$ cat src/hw/rtl/twcm_pkg.sv
// ---------------------------------------------------------------------------
// twcm_pkg: shared types and constants of the textured wall column mapper
// Holds the screen size, the field codes, the FSM state type and the small
// helper functions used by the mapper and its divider.
// ---------------------------------------------------------------------------
`default_nettype none

package twcm_pkg;

   localparam int SCREEN_ROWS = 480;
   localparam int HALF_ROWS   = SCREEN_ROWS / 2;

   localparam int DIV_W      = 27;   // dividend and quotient width
   localparam int DIVISOR_W  = 16;
   localparam int DIV_CNT_W  = $clog2(DIV_W);

   localparam int SUM_W  = 18;       // signed start row offset
   localparam int STEP_W = 27;       // texture step, Q11.16, never above 2^26
   localparam int PROD_W = SUM_W + STEP_W + 1;

   localparam logic [10:0] TEX_SIZE_MAX = 11'd1024;

   localparam logic ACTION_START = 1'b0;
   localparam logic ACTION_ROW   = 1'b1;

   localparam logic CSR_CEILING = 1'b0;
   localparam logic CSR_FLOOR   = 1'b1;

   typedef enum logic [1:0] {
      REGION_NONE    = 2'd0,
      REGION_CEILING = 2'd1,
      REGION_WALL    = 2'd2,
      REGION_FLOOR   = 2'd3
   } region_type;

   typedef enum logic [2:0] {
      ST_IDLE,
      ST_COL_DIV,
      ST_STEP_GO,
      ST_STEP_DIV,
      ST_MUL,
      ST_SAT
   } state_type;

   typedef struct packed {
      logic busy;
      logic done;
   } div_status_type;

   // Texture sizes of zero count as one, sizes above 1024 count as 1024.
   function automatic logic [10:0] clamp_size(input logic [10:0] size);
      logic [10:0] result;
      if (size == 11'd0) begin
         result = 11'd1;
      end else if (size > TEX_SIZE_MAX) begin
         result = TEX_SIZE_MAX;
      end else begin
         result = size;
      end
      return result;
   endfunction

   // Clamp the texture column to the width, then mirror it when required.
   function automatic logic [9:0] finish_texel_x(input logic [DIV_W-1:0] tx,
                                                 input logic [10:0] width,
                                                 input logic mirror);
      logic [10:0] col;
      if (tx >= {{(DIV_W-11){1'b0}}, width}) begin
         col = width - 11'd1;
      end else begin
         col = tx[10:0];
      end
      if (mirror) begin
         col = width - col - 11'd1;
      end
      return col[9:0];
   endfunction

endpackage

`default_nettype wire

$ cat src/hw/rtl/twcm_if.sv
// ---------------------------------------------------------------------------
// twcm_req_if / twcm_rsp_if: ready/valid channels of the column mapper
// The request channel carries start and row items, the response channel
// carries one row result per transfer.
// ---------------------------------------------------------------------------
`default_nettype none

interface twcm_req_if;
   logic        valid;
   logic        ready;
   logic        action;
   logic [10:0] column;
   logic [11:0] wall_top;
   logic [11:0] wall_bottom;
   logic [15:0] wall_span;
   logic [15:0] hit_fraction;
   logic        vertical_side;
   logic        ray_x_positive;
   logic        ray_y_negative;
   logic [15:0] door_open;
   logic [10:0] texture_width;
   logic [10:0] texture_height;

   modport source (
      output valid, action, column, wall_top, wall_bottom, wall_span,
             hit_fraction, vertical_side, ray_x_positive, ray_y_negative,
             door_open, texture_width, texture_height,
      input  ready
   );
   modport sink (
      input  valid, action, column, wall_top, wall_bottom, wall_span,
             hit_fraction, vertical_side, ray_x_positive, ray_y_negative,
             door_open, texture_width, texture_height,
      output ready
   );
endinterface

interface twcm_rsp_if;
   logic        valid;
   logic        ready;
   logic [10:0] out_column;
   logic [9:0]  out_row;
   logic [1:0]  region;
   logic [23:0] fill_rgb;
   logic [9:0]  texel_x;
   logic [9:0]  texel_y;
   logic        shade_half;
   logic        column_done;

   modport source (
      output valid, out_column, out_row, region, fill_rgb, texel_x, texel_y,
             shade_half, column_done,
      input  ready
   );
   modport sink (
      input  valid, out_column, out_row, region, fill_rgb, texel_x, texel_y,
             shade_half, column_done,
      output ready
   );
endinterface

`default_nettype wire

$ cat src/hw/rtl/twcm_divider.sv
// ---------------------------------------------------------------------------
// twcm_divider: restoring unsigned divider, one quotient bit per cycle
// Shared by the texture column divide and the texture step divide.
// ---------------------------------------------------------------------------
`default_nettype none

module twcm_divider (
   input  wire logic                             clock,
   input  wire logic                             reset,
   input  wire logic                             start,
   input  wire logic [twcm_pkg::DIV_W-1:0]       dividend,
   input  wire logic [twcm_pkg::DIVISOR_W-1:0]   divisor,
   output logic [twcm_pkg::DIV_W-1:0]            quotient,
   output twcm_pkg::div_status_type              status
);

   logic [twcm_pkg::DIV_W-1:0]     quot_ff;
   logic [twcm_pkg::DIVISOR_W-1:0] rem_ff;
   logic [twcm_pkg::DIVISOR_W-1:0] divisor_ff;
   logic [twcm_pkg::DIV_CNT_W-1:0] count_ff;
   logic                           busy_ff;
   logic                           done_ff;

   logic [twcm_pkg::DIVISOR_W:0]   rem_shift;
   logic [twcm_pkg::DIVISOR_W:0]   rem_trial;
   logic                           fits;
   logic                           last;

   // The remainder stays below the divisor, so the shifted value fits in one
   // extra bit.
   assign rem_shift = {rem_ff, quot_ff[twcm_pkg::DIV_W-1]};
   assign rem_trial = rem_shift - {1'b0, divisor_ff};
   assign fits      = rem_shift >= {1'b0, divisor_ff};
   assign last      = count_ff == twcm_pkg::DIV_CNT_W'(twcm_pkg::DIV_W - 1);

   always_ff @(posedge clock) begin
      if (reset) begin
         busy_ff  <= 1'b0;
         done_ff  <= 1'b0;
         count_ff <= '0;
      end else begin
         done_ff <= busy_ff && last;
         if (start) begin
            busy_ff  <= 1'b1;
            count_ff <= '0;
         end else if (busy_ff) begin
            count_ff <= count_ff + 1'b1;
            if (last) begin
               busy_ff <= 1'b0;
            end
         end
      end
   end

   always_ff @(posedge clock) begin
      if (start) begin
         quot_ff    <= dividend;
         rem_ff     <= '0;
         divisor_ff <= divisor;
      end else if (busy_ff) begin
         quot_ff <= {quot_ff[twcm_pkg::DIV_W-2:0], fits};
         rem_ff  <= fits ? rem_trial[twcm_pkg::DIVISOR_W-1:0]
                         : rem_shift[twcm_pkg::DIVISOR_W-1:0];
      end
   end

   assign quotient    = quot_ff;
   assign status.busy = busy_ff;
   assign status.done = done_ff;

endmodule

`default_nettype wire

$ cat src/hw/rtl/textured_wall_column_mapper.sv
// ---------------------------------------------------------------------------
// textured_wall_column_mapper: raycaster wall column to per-row texel mapper
// A start item loads one ray hit and prepares texture column, step and start
// position; each row item then yields the region, colour and texel of a row.
// ---------------------------------------------------------------------------
//  Channel  Dir  Handshake      Carries
//  req_bus  in   valid/ready    start item (ray hit) or row item
//  rsp_bus  out  valid/ready    one row result per row item of an open column
//  csr_*    in   write enable   ceiling_rgb (index 0), floor_rgb (index 1)
//
// A start item runs the door divide, when the hit lies on the closed part of a
// door, and the step divide on the shared one-bit-per-cycle divider (27 steps
// per divide), then the start-position multiply and saturate.
// Input is not taken while a start item is in work or a result is stalled.
// Reset is synchronous; afterwards no column is open and row items are
// consumed without a result until a start item arrives.
// ---------------------------------------------------------------------------
`default_nettype none

module textured_wall_column_mapper (
   input  wire logic        clock,
   input  wire logic        reset,
   twcm_req_if.sink         req_bus,
   twcm_rsp_if.source       rsp_bus,
   input  wire logic        csr_write_enable,
   input  wire logic        csr_index,
   input  wire logic [23:0] csr_write_data
);

   // Configuration registers
   logic [23:0] ceiling_ff;
   logic [23:0] floor_ff;

   always_ff @(posedge clock) begin
      if (reset) begin
         ceiling_ff <= '0;
         floor_ff   <= '0;
      end else if (csr_write_enable) begin
         unique case (csr_index)
            twcm_pkg::CSR_CEILING: ceiling_ff <= csr_write_data;
            twcm_pkg::CSR_FLOOR:   floor_ff   <= csr_write_data;
            default:               ceiling_ff <= ceiling_ff;
         endcase
      end
   end

   // Sequencer
   twcm_pkg::state_type state_ff, state_in;

   logic req_ready;
   logic req_fire;
   logic start_fire;
   logic row_fire;
   logic div_start;
   logic store_div_col;
   logic store_step;
   logic load_prod;
   logic load_pos;

   twcm_pkg::div_status_type    div_status;
   logic [twcm_pkg::DIV_W-1:0]  div_quotient;
   logic [twcm_pkg::DIV_W-1:0]  div_dividend;
   logic [twcm_pkg::DIVISOR_W-1:0] div_divisor;

   // Column state
   logic [10:0] column_id_ff;
   logic [11:0] span_top_ff;
   logic [11:0] span_bottom_ff;
   logic        side_ff;
   logic [10:0] tex_rows_ff;
   logic [10:0] width_ff;
   logic [15:0] span_ff;
   logic        mirror_ff;
   logic        skipped_ff;
   logic [9:0]  texel_x_ff;
   logic [twcm_pkg::STEP_W-1:0]        step_ff;
   logic signed [twcm_pkg::PROD_W-1:0] prod_ff;
   logic [31:0] pos_ff, pos_in;
   logic [9:0]  row_ff, row_in;
   logic        open_ff, open_in;

   // Start item decode
   logic [10:0] width_c;
   logic [15:0] span_c;
   logic        door_c;
   logic        skipped_c;
   logic        mirror_c;
   logic [15:0] hit_off_c;
   logic [26:0] hit_prod_c;
   logic [9:0]  texel_x_c;

   assign req_ready  = (state_ff == twcm_pkg::ST_IDLE) && (!rsp_bus.valid || rsp_bus.ready);
   assign req_fire   = req_bus.valid && req_ready;
   assign start_fire = req_fire && (req_bus.action == twcm_pkg::ACTION_START);
   assign row_fire   = req_fire && (req_bus.action == twcm_pkg::ACTION_ROW);
   assign req_bus.ready = req_ready;

   assign width_c   = twcm_pkg::clamp_size(req_bus.texture_width);
   assign span_c    = (req_bus.wall_span == 16'd0) ? 16'd1 : req_bus.wall_span;
   assign door_c    = req_bus.door_open != 16'd0;
   assign skipped_c = door_c && (req_bus.hit_fraction < req_bus.door_open);
   assign mirror_c  = (!req_bus.vertical_side && req_bus.ray_x_positive) ||
                      (req_bus.vertical_side && req_bus.ray_y_negative);
   assign hit_off_c = door_c ? (req_bus.hit_fraction - req_bus.door_open)
                             : req_bus.hit_fraction;
   assign hit_prod_c = 27'(hit_off_c) * 27'(width_c);
   assign texel_x_c  = skipped_c ? 10'd0
                     : twcm_pkg::finish_texel_x(27'(hit_prod_c[26:16]), width_c, mirror_c);

   // The divider takes the door divide straight from the start transfer and
   // the step divide from the latched column state.
   always_comb begin
      if (state_ff == twcm_pkg::ST_IDLE) begin
         div_dividend = hit_prod_c;
         div_divisor  = 16'(~req_bus.door_open + 16'd1);
      end else begin
         div_dividend = {tex_rows_ff, 16'd0};
         div_divisor  = span_ff;
      end
   end

   twcm_divider u_divider (
      .clock    (clock),
      .reset    (reset),
      .start    (div_start),
      .dividend (div_dividend),
      .divisor  (div_divisor),
      .quotient (div_quotient),
      .status   (div_status)
   );

   // Next state
   always_comb begin
      state_in = state_ff;
      unique case (state_ff)
         twcm_pkg::ST_IDLE: begin
            if (start_fire) begin
               state_in = (door_c && !skipped_c) ? twcm_pkg::ST_COL_DIV
                                                 : twcm_pkg::ST_STEP_GO;
            end
         end
         twcm_pkg::ST_COL_DIV: begin
            if (div_status.done) begin
               state_in = twcm_pkg::ST_STEP_GO;
            end
         end
         twcm_pkg::ST_STEP_GO:  state_in = twcm_pkg::ST_STEP_DIV;
         twcm_pkg::ST_STEP_DIV: begin
            if (div_status.done) begin
               state_in = twcm_pkg::ST_MUL;
            end
         end
         twcm_pkg::ST_MUL: state_in = twcm_pkg::ST_SAT;
         twcm_pkg::ST_SAT: state_in = twcm_pkg::ST_IDLE;
         default:          state_in = twcm_pkg::ST_IDLE;
      endcase
   end

   // Sequencer outputs
   always_comb begin
      div_start     = 1'b0;
      store_div_col = 1'b0;
      store_step    = 1'b0;
      load_prod     = 1'b0;
      load_pos      = 1'b0;
      unique case (state_ff)
         twcm_pkg::ST_IDLE:     div_start     = start_fire && door_c && !skipped_c;
         twcm_pkg::ST_COL_DIV:  store_div_col = div_status.done;
         twcm_pkg::ST_STEP_GO:  div_start     = 1'b1;
         twcm_pkg::ST_STEP_DIV: store_step    = div_status.done;
         twcm_pkg::ST_MUL:      load_prod     = 1'b1;
         twcm_pkg::ST_SAT:      load_pos      = 1'b1;
         default:               div_start     = 1'b0;
      endcase
   end

   always_ff @(posedge clock) begin
      if (reset) begin
         state_ff <= twcm_pkg::ST_IDLE;
      end else begin
         state_ff <= state_in;
      end
   end

   // Column setup registers
   always_ff @(posedge clock) begin
      if (reset) begin
         tex_rows_ff <= 11'd1;
      end else if (start_fire) begin
         tex_rows_ff <= twcm_pkg::clamp_size(req_bus.texture_height);
      end
   end

   always_ff @(posedge clock) begin
      if (start_fire) begin
         column_id_ff   <= req_bus.column;
         span_top_ff    <= req_bus.wall_top;
         span_bottom_ff <= req_bus.wall_bottom;
         side_ff        <= req_bus.vertical_side;
         width_ff       <= width_c;
         span_ff        <= span_c;
         mirror_ff      <= mirror_c;
         skipped_ff     <= skipped_c;
         texel_x_ff     <= texel_x_c;
      end else if (store_div_col) begin
         texel_x_ff <= twcm_pkg::finish_texel_x(div_quotient, width_ff, mirror_ff);
      end
      if (store_step) begin
         step_ff <= div_quotient;
      end
   end

   // Start position: (max(top,0) - rows/2 + span/2) * step, then saturate.
   logic [10:0]                        first_row;
   logic signed [twcm_pkg::SUM_W-1:0]  row_offset;
   logic signed [twcm_pkg::STEP_W:0]   step_signed;
   logic [31:0]                        pos_start;

   assign first_row   = span_top_ff[11] ? 11'd0 : span_top_ff[10:0];
   assign row_offset  = $signed(twcm_pkg::SUM_W'(first_row))
                      - $signed(twcm_pkg::SUM_W'(twcm_pkg::HALF_ROWS))
                      + $signed(twcm_pkg::SUM_W'(span_ff[15:1]));
   assign step_signed = $signed({1'b0, step_ff});

   always_ff @(posedge clock) begin
      if (load_prod) begin
         prod_ff <= row_offset * step_signed;
      end
   end

   always_comb begin
      if (!prod_ff[twcm_pkg::PROD_W-1] && (prod_ff[twcm_pkg::PROD_W-2:31] != '0)) begin
         pos_start = 32'h7FFF_FFFF;
      end else if (prod_ff[twcm_pkg::PROD_W-1] && (prod_ff[twcm_pkg::PROD_W-2:31] != '1)) begin
         pos_start = 32'h8000_0000;
      end else begin
         pos_start = prod_ff[31:0];
      end
   end

   // Row evaluation
   logic signed [12:0] row_s;
   logic               below_bottom;
   logic               below_top;
   twcm_pkg::region_type region_c;
   logic [32:0]        pos_sum;
   logic [31:0]        pos_step;
   logic [14:0]        pos_row;
   logic [9:0]         texel_y_c;
   logic               last_row;

   assign row_s        = $signed({3'b000, row_ff});
   assign below_bottom = row_s >= $signed({span_bottom_ff[11], span_bottom_ff});
   assign below_top    = row_s >= $signed({span_top_ff[11], span_top_ff});
   assign pos_row      = pos_ff[30:16];
   assign last_row     = ({1'b0, row_ff} + 11'd1) >= 11'(twcm_pkg::SCREEN_ROWS);

   always_comb begin
      if (below_bottom) begin
         region_c = twcm_pkg::REGION_FLOOR;
      end else if (below_top) begin
         region_c = skipped_ff ? twcm_pkg::REGION_NONE : twcm_pkg::REGION_WALL;
      end else begin
         region_c = twcm_pkg::REGION_CEILING;
      end
   end

   always_comb begin
      if (pos_ff[31]) begin
         texel_y_c = 10'd0;
      end else if (pos_row >= 15'(tex_rows_ff)) begin
         texel_y_c = 10'(tex_rows_ff - 11'd1);
      end else begin
         texel_y_c = pos_row[9:0];
      end
   end

   // The step is never negative, so only the positive limit can be crossed.
   assign pos_sum  = {pos_ff[31], pos_ff} + {6'd0, step_ff};
   assign pos_step = (!pos_sum[32] && pos_sum[31]) ? 32'h7FFF_FFFF : pos_sum[31:0];

   always_comb begin
      pos_in  = pos_ff;
      row_in  = row_ff;
      open_in = open_ff;
      if (load_pos) begin
         pos_in  = pos_start;
         row_in  = '0;
         open_in = 1'b1;
      end else if (row_fire && open_ff) begin
         row_in = row_ff + 10'd1;
         if (region_c == twcm_pkg::REGION_WALL) begin
            pos_in = pos_step;
         end
         if (last_row) begin
            open_in = 1'b0;
         end
      end
   end

   always_ff @(posedge clock) begin
      if (reset) begin
         pos_ff  <= '0;
         row_ff  <= '0;
         open_ff <= 1'b0;
      end else begin
         pos_ff  <= pos_in;
         row_ff  <= row_in;
         open_ff <= open_in;
      end
   end

   // Result register
   logic        rsp_valid_ff, rsp_valid_in;
   logic        rsp_load;
   logic [10:0] out_column_ff;
   logic [9:0]  out_row_ff;
   twcm_pkg::region_type region_ff;
   logic [23:0] fill_rgb_ff;
   logic [9:0]  texel_x_out_ff;
   logic [9:0]  texel_y_ff;
   logic        shade_half_ff;
   logic        column_done_ff;

   assign rsp_load = row_fire && open_ff;

   always_comb begin
      if (rsp_load) begin
         rsp_valid_in = 1'b1;
      end else if (rsp_bus.ready) begin
         rsp_valid_in = 1'b0;
      end else begin
         rsp_valid_in = rsp_valid_ff;
      end
   end

   always_ff @(posedge clock) begin
      if (reset) begin
         rsp_valid_ff <= 1'b0;
      end else begin
         rsp_valid_ff <= rsp_valid_in;
      end
   end

   always_ff @(posedge clock) begin
      if (rsp_load) begin
         out_column_ff  <= column_id_ff;
         out_row_ff     <= row_ff;
         region_ff      <= region_c;
         column_done_ff <= last_row;
         unique case (region_c)
            twcm_pkg::REGION_FLOOR:   fill_rgb_ff <= floor_ff;
            twcm_pkg::REGION_CEILING: fill_rgb_ff <= ceiling_ff;
            default:                  fill_rgb_ff <= '0;
         endcase
         if (region_c == twcm_pkg::REGION_WALL) begin
            texel_x_out_ff <= texel_x_ff;
            texel_y_ff     <= texel_y_c;
            shade_half_ff  <= side_ff;
         end else begin
            texel_x_out_ff <= '0;
            texel_y_ff     <= '0;
            shade_half_ff  <= 1'b0;
         end
      end
   end

   assign rsp_bus.valid       = rsp_valid_ff;
   assign rsp_bus.out_column  = out_column_ff;
   assign rsp_bus.out_row     = out_row_ff;
   assign rsp_bus.region      = region_ff;
   assign rsp_bus.fill_rgb    = fill_rgb_ff;
   assign rsp_bus.texel_x     = texel_x_out_ff;
   assign rsp_bus.texel_y     = texel_y_ff;
   assign rsp_bus.shade_half  = shade_half_ff;
   assign rsp_bus.column_done = column_done_ff;

   // Assertions
   a_start_leaves_idle: assert property (@(posedge clock) disable iff (reset)
      start_fire |=> state_ff != twcm_pkg::ST_IDLE)
      else $error("start transfer did not launch the column setup");

   a_div_done_in_div_state: assert property (@(posedge clock) disable iff (reset)
      div_status.done |-> (state_ff == twcm_pkg::ST_COL_DIV ||
                           state_ff == twcm_pkg::ST_STEP_DIV))
      else $error("divider finished outside a divide state");

   a_divider_quiet_when_idle: assert property (@(posedge clock) disable iff (reset)
      state_ff == twcm_pkg::ST_IDLE |-> !div_status.busy)
      else $error("divider busy while the sequencer is idle");

   a_done_on_last_row: assert property (@(posedge clock) disable iff (reset)
      rsp_valid_ff && column_done_ff |->
         out_row_ff == 10'(twcm_pkg::SCREEN_ROWS - 1))
      else $error("column done flagged on a row other than the last");

   a_texel_y_in_range: assert property (@(posedge clock) disable iff (reset)
      rsp_valid_ff && region_ff == twcm_pkg::REGION_WALL |->
         {1'b0, texel_y_ff} < tex_rows_ff)
      else $error("texel row beyond texture height");

endmodule

`default_nettype wire

$ cat src/flat_wrapper.sv
// flat-port wrapper written by rule: the top's interface ports become plain ports
module textured_wall_column_mapper_flat 
  (clock, reset, csr_write_enable, csr_index, csr_write_data, req_bus_valid, req_bus_action, req_bus_column, req_bus_wall_top, req_bus_wall_bottom, req_bus_wall_span, req_bus_hit_fraction, req_bus_vertical_side, req_bus_ray_x_positive, req_bus_ray_y_negative, req_bus_door_open, req_bus_texture_width, req_bus_texture_height, req_bus_ready, rsp_bus_valid, rsp_bus_out_column, rsp_bus_out_row, rsp_bus_region, rsp_bus_fill_rgb, rsp_bus_texel_x, rsp_bus_texel_y, rsp_bus_shade_half, rsp_bus_column_done, rsp_bus_ready);
  twcm_req_if req_bus_i ();
  twcm_rsp_if rsp_bus_i ();
  input  wire logic clock;
  input  wire logic reset;
  input  wire logic csr_write_enable;
  input  wire logic csr_index;
  input  wire logic [23:0] csr_write_data;
  input wire logic [$bits(req_bus_i.valid)-1:0] req_bus_valid;
  input wire logic [$bits(req_bus_i.action)-1:0] req_bus_action;
  input wire logic [$bits(req_bus_i.column)-1:0] req_bus_column;
  input wire logic [$bits(req_bus_i.wall_top)-1:0] req_bus_wall_top;
  input wire logic [$bits(req_bus_i.wall_bottom)-1:0] req_bus_wall_bottom;
  input wire logic [$bits(req_bus_i.wall_span)-1:0] req_bus_wall_span;
  input wire logic [$bits(req_bus_i.hit_fraction)-1:0] req_bus_hit_fraction;
  input wire logic [$bits(req_bus_i.vertical_side)-1:0] req_bus_vertical_side;
  input wire logic [$bits(req_bus_i.ray_x_positive)-1:0] req_bus_ray_x_positive;
  input wire logic [$bits(req_bus_i.ray_y_negative)-1:0] req_bus_ray_y_negative;
  input wire logic [$bits(req_bus_i.door_open)-1:0] req_bus_door_open;
  input wire logic [$bits(req_bus_i.texture_width)-1:0] req_bus_texture_width;
  input wire logic [$bits(req_bus_i.texture_height)-1:0] req_bus_texture_height;
  output wire logic [$bits(req_bus_i.ready)-1:0] req_bus_ready;
  output wire logic [$bits(rsp_bus_i.valid)-1:0] rsp_bus_valid;
  output wire logic [$bits(rsp_bus_i.out_column)-1:0] rsp_bus_out_column;
  output wire logic [$bits(rsp_bus_i.out_row)-1:0] rsp_bus_out_row;
  output wire logic [$bits(rsp_bus_i.region)-1:0] rsp_bus_region;
  output wire logic [$bits(rsp_bus_i.fill_rgb)-1:0] rsp_bus_fill_rgb;
  output wire logic [$bits(rsp_bus_i.texel_x)-1:0] rsp_bus_texel_x;
  output wire logic [$bits(rsp_bus_i.texel_y)-1:0] rsp_bus_texel_y;
  output wire logic [$bits(rsp_bus_i.shade_half)-1:0] rsp_bus_shade_half;
  output wire logic [$bits(rsp_bus_i.column_done)-1:0] rsp_bus_column_done;
  input wire logic [$bits(rsp_bus_i.ready)-1:0] rsp_bus_ready;
  assign req_bus_i.valid = req_bus_valid;
  assign req_bus_i.action = req_bus_action;
  assign req_bus_i.column = req_bus_column;
  assign req_bus_i.wall_top = req_bus_wall_top;
  assign req_bus_i.wall_bottom = req_bus_wall_bottom;
  assign req_bus_i.wall_span = req_bus_wall_span;
  assign req_bus_i.hit_fraction = req_bus_hit_fraction;
  assign req_bus_i.vertical_side = req_bus_vertical_side;
  assign req_bus_i.ray_x_positive = req_bus_ray_x_positive;
  assign req_bus_i.ray_y_negative = req_bus_ray_y_negative;
  assign req_bus_i.door_open = req_bus_door_open;
  assign req_bus_i.texture_width = req_bus_texture_width;
  assign req_bus_i.texture_height = req_bus_texture_height;
  assign req_bus_ready = req_bus_i.ready;
  assign rsp_bus_valid = rsp_bus_i.valid;
  assign rsp_bus_out_column = rsp_bus_i.out_column;
  assign rsp_bus_out_row = rsp_bus_i.out_row;
  assign rsp_bus_region = rsp_bus_i.region;
  assign rsp_bus_fill_rgb = rsp_bus_i.fill_rgb;
  assign rsp_bus_texel_x = rsp_bus_i.texel_x;
  assign rsp_bus_texel_y = rsp_bus_i.texel_y;
  assign rsp_bus_shade_half = rsp_bus_i.shade_half;
  assign rsp_bus_column_done = rsp_bus_i.column_done;
  assign rsp_bus_i.ready = rsp_bus_ready;
  textured_wall_column_mapper u_core (.clock(clock), .reset(reset), .req_bus(req_bus_i), .rsp_bus(rsp_bus_i), .csr_write_enable(csr_write_enable), .csr_index(csr_index), .csr_write_data(csr_write_data));
endmodule
$ cat config.mk
export PLATFORM = sky130hd
export DESIGN_NAME = textured_wall_column_mapper_flat
export DESIGN_NICKNAME = d
export VERILOG_FILES = /design/src/hw/rtl/twcm_pkg.sv /design/src/hw/rtl/twcm_if.sv /design/src/hw/rtl/twcm_divider.sv /design/src/hw/rtl/textured_wall_column_mapper.sv /design/src/flat_wrapper.sv
export SDC_FILE = /design/constraint.sdc
export NUM_CORES = 2
export LEC_CHECK = 0
export ABC_AREA = 0
export BUFFER_PORTS_ARGS = -buffer_cell sky130_fd_sc_hd__buf_2
export CORE_MARGIN = 2
export CORE_UTILIZATION = 66
export CTS_CLUSTER_SIZE = 25
export DETAILED_ROUTE_END_ITERATION = 10
export PLACE_DENSITY = 0.85
export SETUP_SLACK_MARGIN = 0.02
export SYNTH_ARGS = -nofsm -noshare
export SYNTH_HDL_FRONTEND = slang
export SYNTH_SLANG_ARGS = --single-unit
$ cat constraint.sdc
create_clock -name clock -period 26.5 [get_ports clock]
set_clock_uncertainty 0.05 [all_clocks]
set_input_delay 2.65 -clock clock [delete_from_list [all_inputs] [get_ports clock]]
set_output_delay 2.65 -clock clock [all_outputs]
set_load 0.05 [all_outputs]
==> results.sh <==
export IMPL_yosys_area_top_type="fa_1"
export IMPL_cts_tree="done"
export IMPL_regArea_mm2=0.0104
export IMPL_max_slew_margin_pct=5.92
export IMPL_hp_start="u_core.column_id_ff[4]$_DFFE_PP_"
export IMPL_grt_setup_unrepaired="false"
export IMPL_nets=5624
export IMPL_end_kind="register"
export IMPL_cts_hold_buf=0
export IMPL_cts_setup_buffers=0
export IMPL_drt_wirelength_per_cell_um=20.4
export IMPL_vias=33400
export IMPL_yosysUniqueCellTypes=91
export IMPL_ant_nets=0
export IMPL_status="finished, final reports clean"
export IMPL_synth_compound_area_share_pct=12.0
export IMPL_synth_ff_type="edfxtp_1"
export IMPL_worst_endpoint_required_ps=26720
export IMPL_core_area_mm2=0.0630
export IMPL_clock_sinks=389
export IMPL_critical_path_arrival_ps=14010
export IMPL_post_route_min_period_ps=13790
export IMPL_ff2ff_path_depth=32
export IMPL_yosys_register_bits=389
export IMPL_die_h_um=256
export IMPL_yosys_area_share_simple_pct=15.7
export IMPL_postPlaceCellArea_mm2=0.0438
export IMPL_area_growth_pct=7.89
export IMPL_drive_above_1_share_pct=9.05
export IMPL_max_stage_delay_ps=770
export IMPL_drc=0
export IMPL_crit_family="compound AO/OA/AOI/OAI gates"
export IMPL_grt_max_degree=82
export IMPL_critPathMaxFanout=19
export IMPL_dieArea_mm2=0.0656
export IMPL_htree_levels=2
export IMPL_worstMarginPinSlew_ps=1410
export IMPL_cp_slowest_cell="a21oi_1"
export IMPL_slew_viol_final=0
export IMPL_initial_core_util_pct=66.6
export IMPL_fill_cells=4531
export IMPL_synth_fa_ha_area_share_pct=35.2
export IMPL_synth_mux_area_share_pct=1.11
export IMPL_gp_congestion=0.970
export IMPL_finalSetupViolCount=0
export IMPL_drv_cap=0
export IMPL_grt_pass1_wl_mm=180
export IMPL_ys_seq_area_share_pct=24.8
export IMPL_crit_path_start="req_bus_door_open[0]"
export IMPL_synth_avg_cell_area_um2=9.33
export IMPL_numCtsBuffers=43
export IMPL_r2r_start="u_core.span_top_ff[11]$_DFFE_PP_"
export IMPL_start_kind="primary input"
export IMPL_finish_utilization_pct=71.9
export IMPL_synth_area_leaders="fa_1 (24%), edfxtp_1 (19%), ha_1 (11%)"
export IMPL_fmax_mhz=72.5
export IMPL_fin_area_mm2=0.0453
export IMPL_overflow=0
export IMPL_synthCells=4495
export IMPL_synth_top_family_by_area="adder cells"
export IMPL_rows=92
export IMPL_place_ws_ps=12270
export IMPL_cts_root_buf="clkbuf_16"
export IMPL_multi_input_area_mm2=0.0285
export IMPL_async_flop_share_pct=0
export IMPL_fin_crit_sh_pct=52.0
export IMPL_syn_area_mm2=0.0419
export IMPL_synth_edf_count=260
export IMPL_clk_pin_slew_ps=60
export IMPL_first_pass_iters=7
export IMPL_grt_total_usage_pct=34.6
export IMPL_synth_top_area_share_pct=24.1
export IMPL_postRouteWirelength_mm=112
export IMPL_cp_common_cell="fa_1"
export IMPL_crit_buf_inv=7
export IMPL_synth_nets=5509
export IMPL_setup_tns_ps=0
export IMPL_hold_path_class="reg -> reg"
export IMPL_synth_xor_area_share_pct=3.70
export IMPL_cts_buffer_depth=3
export IMPL_drt_iter0_markers=2786
export IMPL_place_hpwl_mm=86.8
export IMPL_crit_path_end="u_core.texel_x_ff[8]$_DFFE_PP_"
export IMPL_fin_ws_ps=12710
export IMPL_die_x_um=256
export IMPL_post_cts_resized=0
export IMPL_insertion_delay_ps=600
export IMPL_port_buffers=209
export IMPL_crit_cells=50
export IMPL_criticalPathCategory="in -> reg"
export IMPL_pin_count=210
export IMPL_reg2reg_to="u_core.prod_ff[40]$_DFFE_PN_"
export IMPL_viasPerCell=6.08
export IMPL_grt_antenna_before_repair=14
export IMPL_finalHoldViolCount=0
export IMPL_yosys_warnings=0
export IMPL_grt_pass1_vias=34600
export IMPL_ff2ff_setup_slack_ps=16250
## synthesized netlist by cell type (all sizes together), types with 34 or more instances
cell type    n
nand3       43
a21o        75
o21ai      162
dfxtp      129
a211oi      41
inv        654
edfxtp     260
a21oi      235
or2         36
fa         505
mux2i       34
and2       214
xor2        58
nor3        73
clkbuf     172
ha         370
nor2       263
o21a        40
nand2b      42
nand2      553
nand4       40
xnor2      119
## cell families after synthesis
group	count (synthesis)
mux	45
fa+ha+maj	876
xor+xnor	177
buf+inv	847
simple gates	1391
compound gates	770
flops	389
## through the flow
stage               hold WS (ps)  instances
floorplan                    350       4495
global placement             350       5411
detailed placement           355       5411
CTS                          360       5489
global route                 373       5501
finish                       361       5501
## sequential cells by signal (all words and copies together), names as in the netlist, 12 cells and up
name and flops:
u_core.rsp_bus.fill_rgb 24, u_core.pos_ff 32, u_core.u_divider.divisor_ff 16, u_core.span_top_ff 12
u_core.floor_ff 24, u_core.u_divider.quotient 27, u_core.span_ff 16, u_core.u_divider.rem_ff 16
u_core.ceiling_ff 24, u_core.span_bottom_ff 12, u_core.step_ff 27, u_core.prod_ff 46
## layer usage
metal,global-route usage [%],vias up,routed length [µm],part of all wire [%]
li1,-,15100,-,-
met1,43.3,16400,41900,37
met2,58.4,1554,54700,49
met3,4.72,421,8830,7.9
met4,18.9,2,6770,6.0
met5,0,-,11,0.0098
## layout make-up
class	instances	share of cell area (%)
multi-input cells	3259	63.0
clock inverters	26	0.592
clock buffers	52	2.47
well taps	846	2.34
diodes	12	0.0664
inverters	657	5.45
repair buffers	260	3.16
flip-flops and latches	389	23.0
## worst min-delay path by stage
| stage | endpoint | slack, ps | cells after the start |
|---|---|---|---|
| 6_report | u_core.rsp_bus.out_column[4]$_DFFE_PP_ | 360 | 0 |
| 5_1_grt | u_core.rsp_bus.out_column[4]$_DFFE_PP_ | 370 | 0 |
| 4_1_cts | u_core.rsp_bus.out_column[4]$_DFFE_PP_ | 360 | 0 |
| 3_5_place_dp | u_core.rsp_bus.out_column[10]$_DFFE_PP_ | 350 | 0 |
| 3_3_place_gp | u_core.rsp_bus.out_column[7]$_DFFE_PP_ | 350 | 0 |
| 2_1_floorplan | u_core.rsp_bus.out_column[0]$_DFFE_PP_ | 350 | 0 |
## cell usage in the layout, fill, tap and decap left out, types with 129 or more instances in the layout
cell,count
o21ai_0,149
fa_1,505
nand2_1,553
buf_2,208
a21oi_1,231
and2_1,214
dfxtp_1,129
nor2_1,263
inv_1,651
ha_1,370
edfxtp_1,260
Power is not shown: default switching activity piles up to over one toggle a cycle in this logic, so the estimate is an artifact.
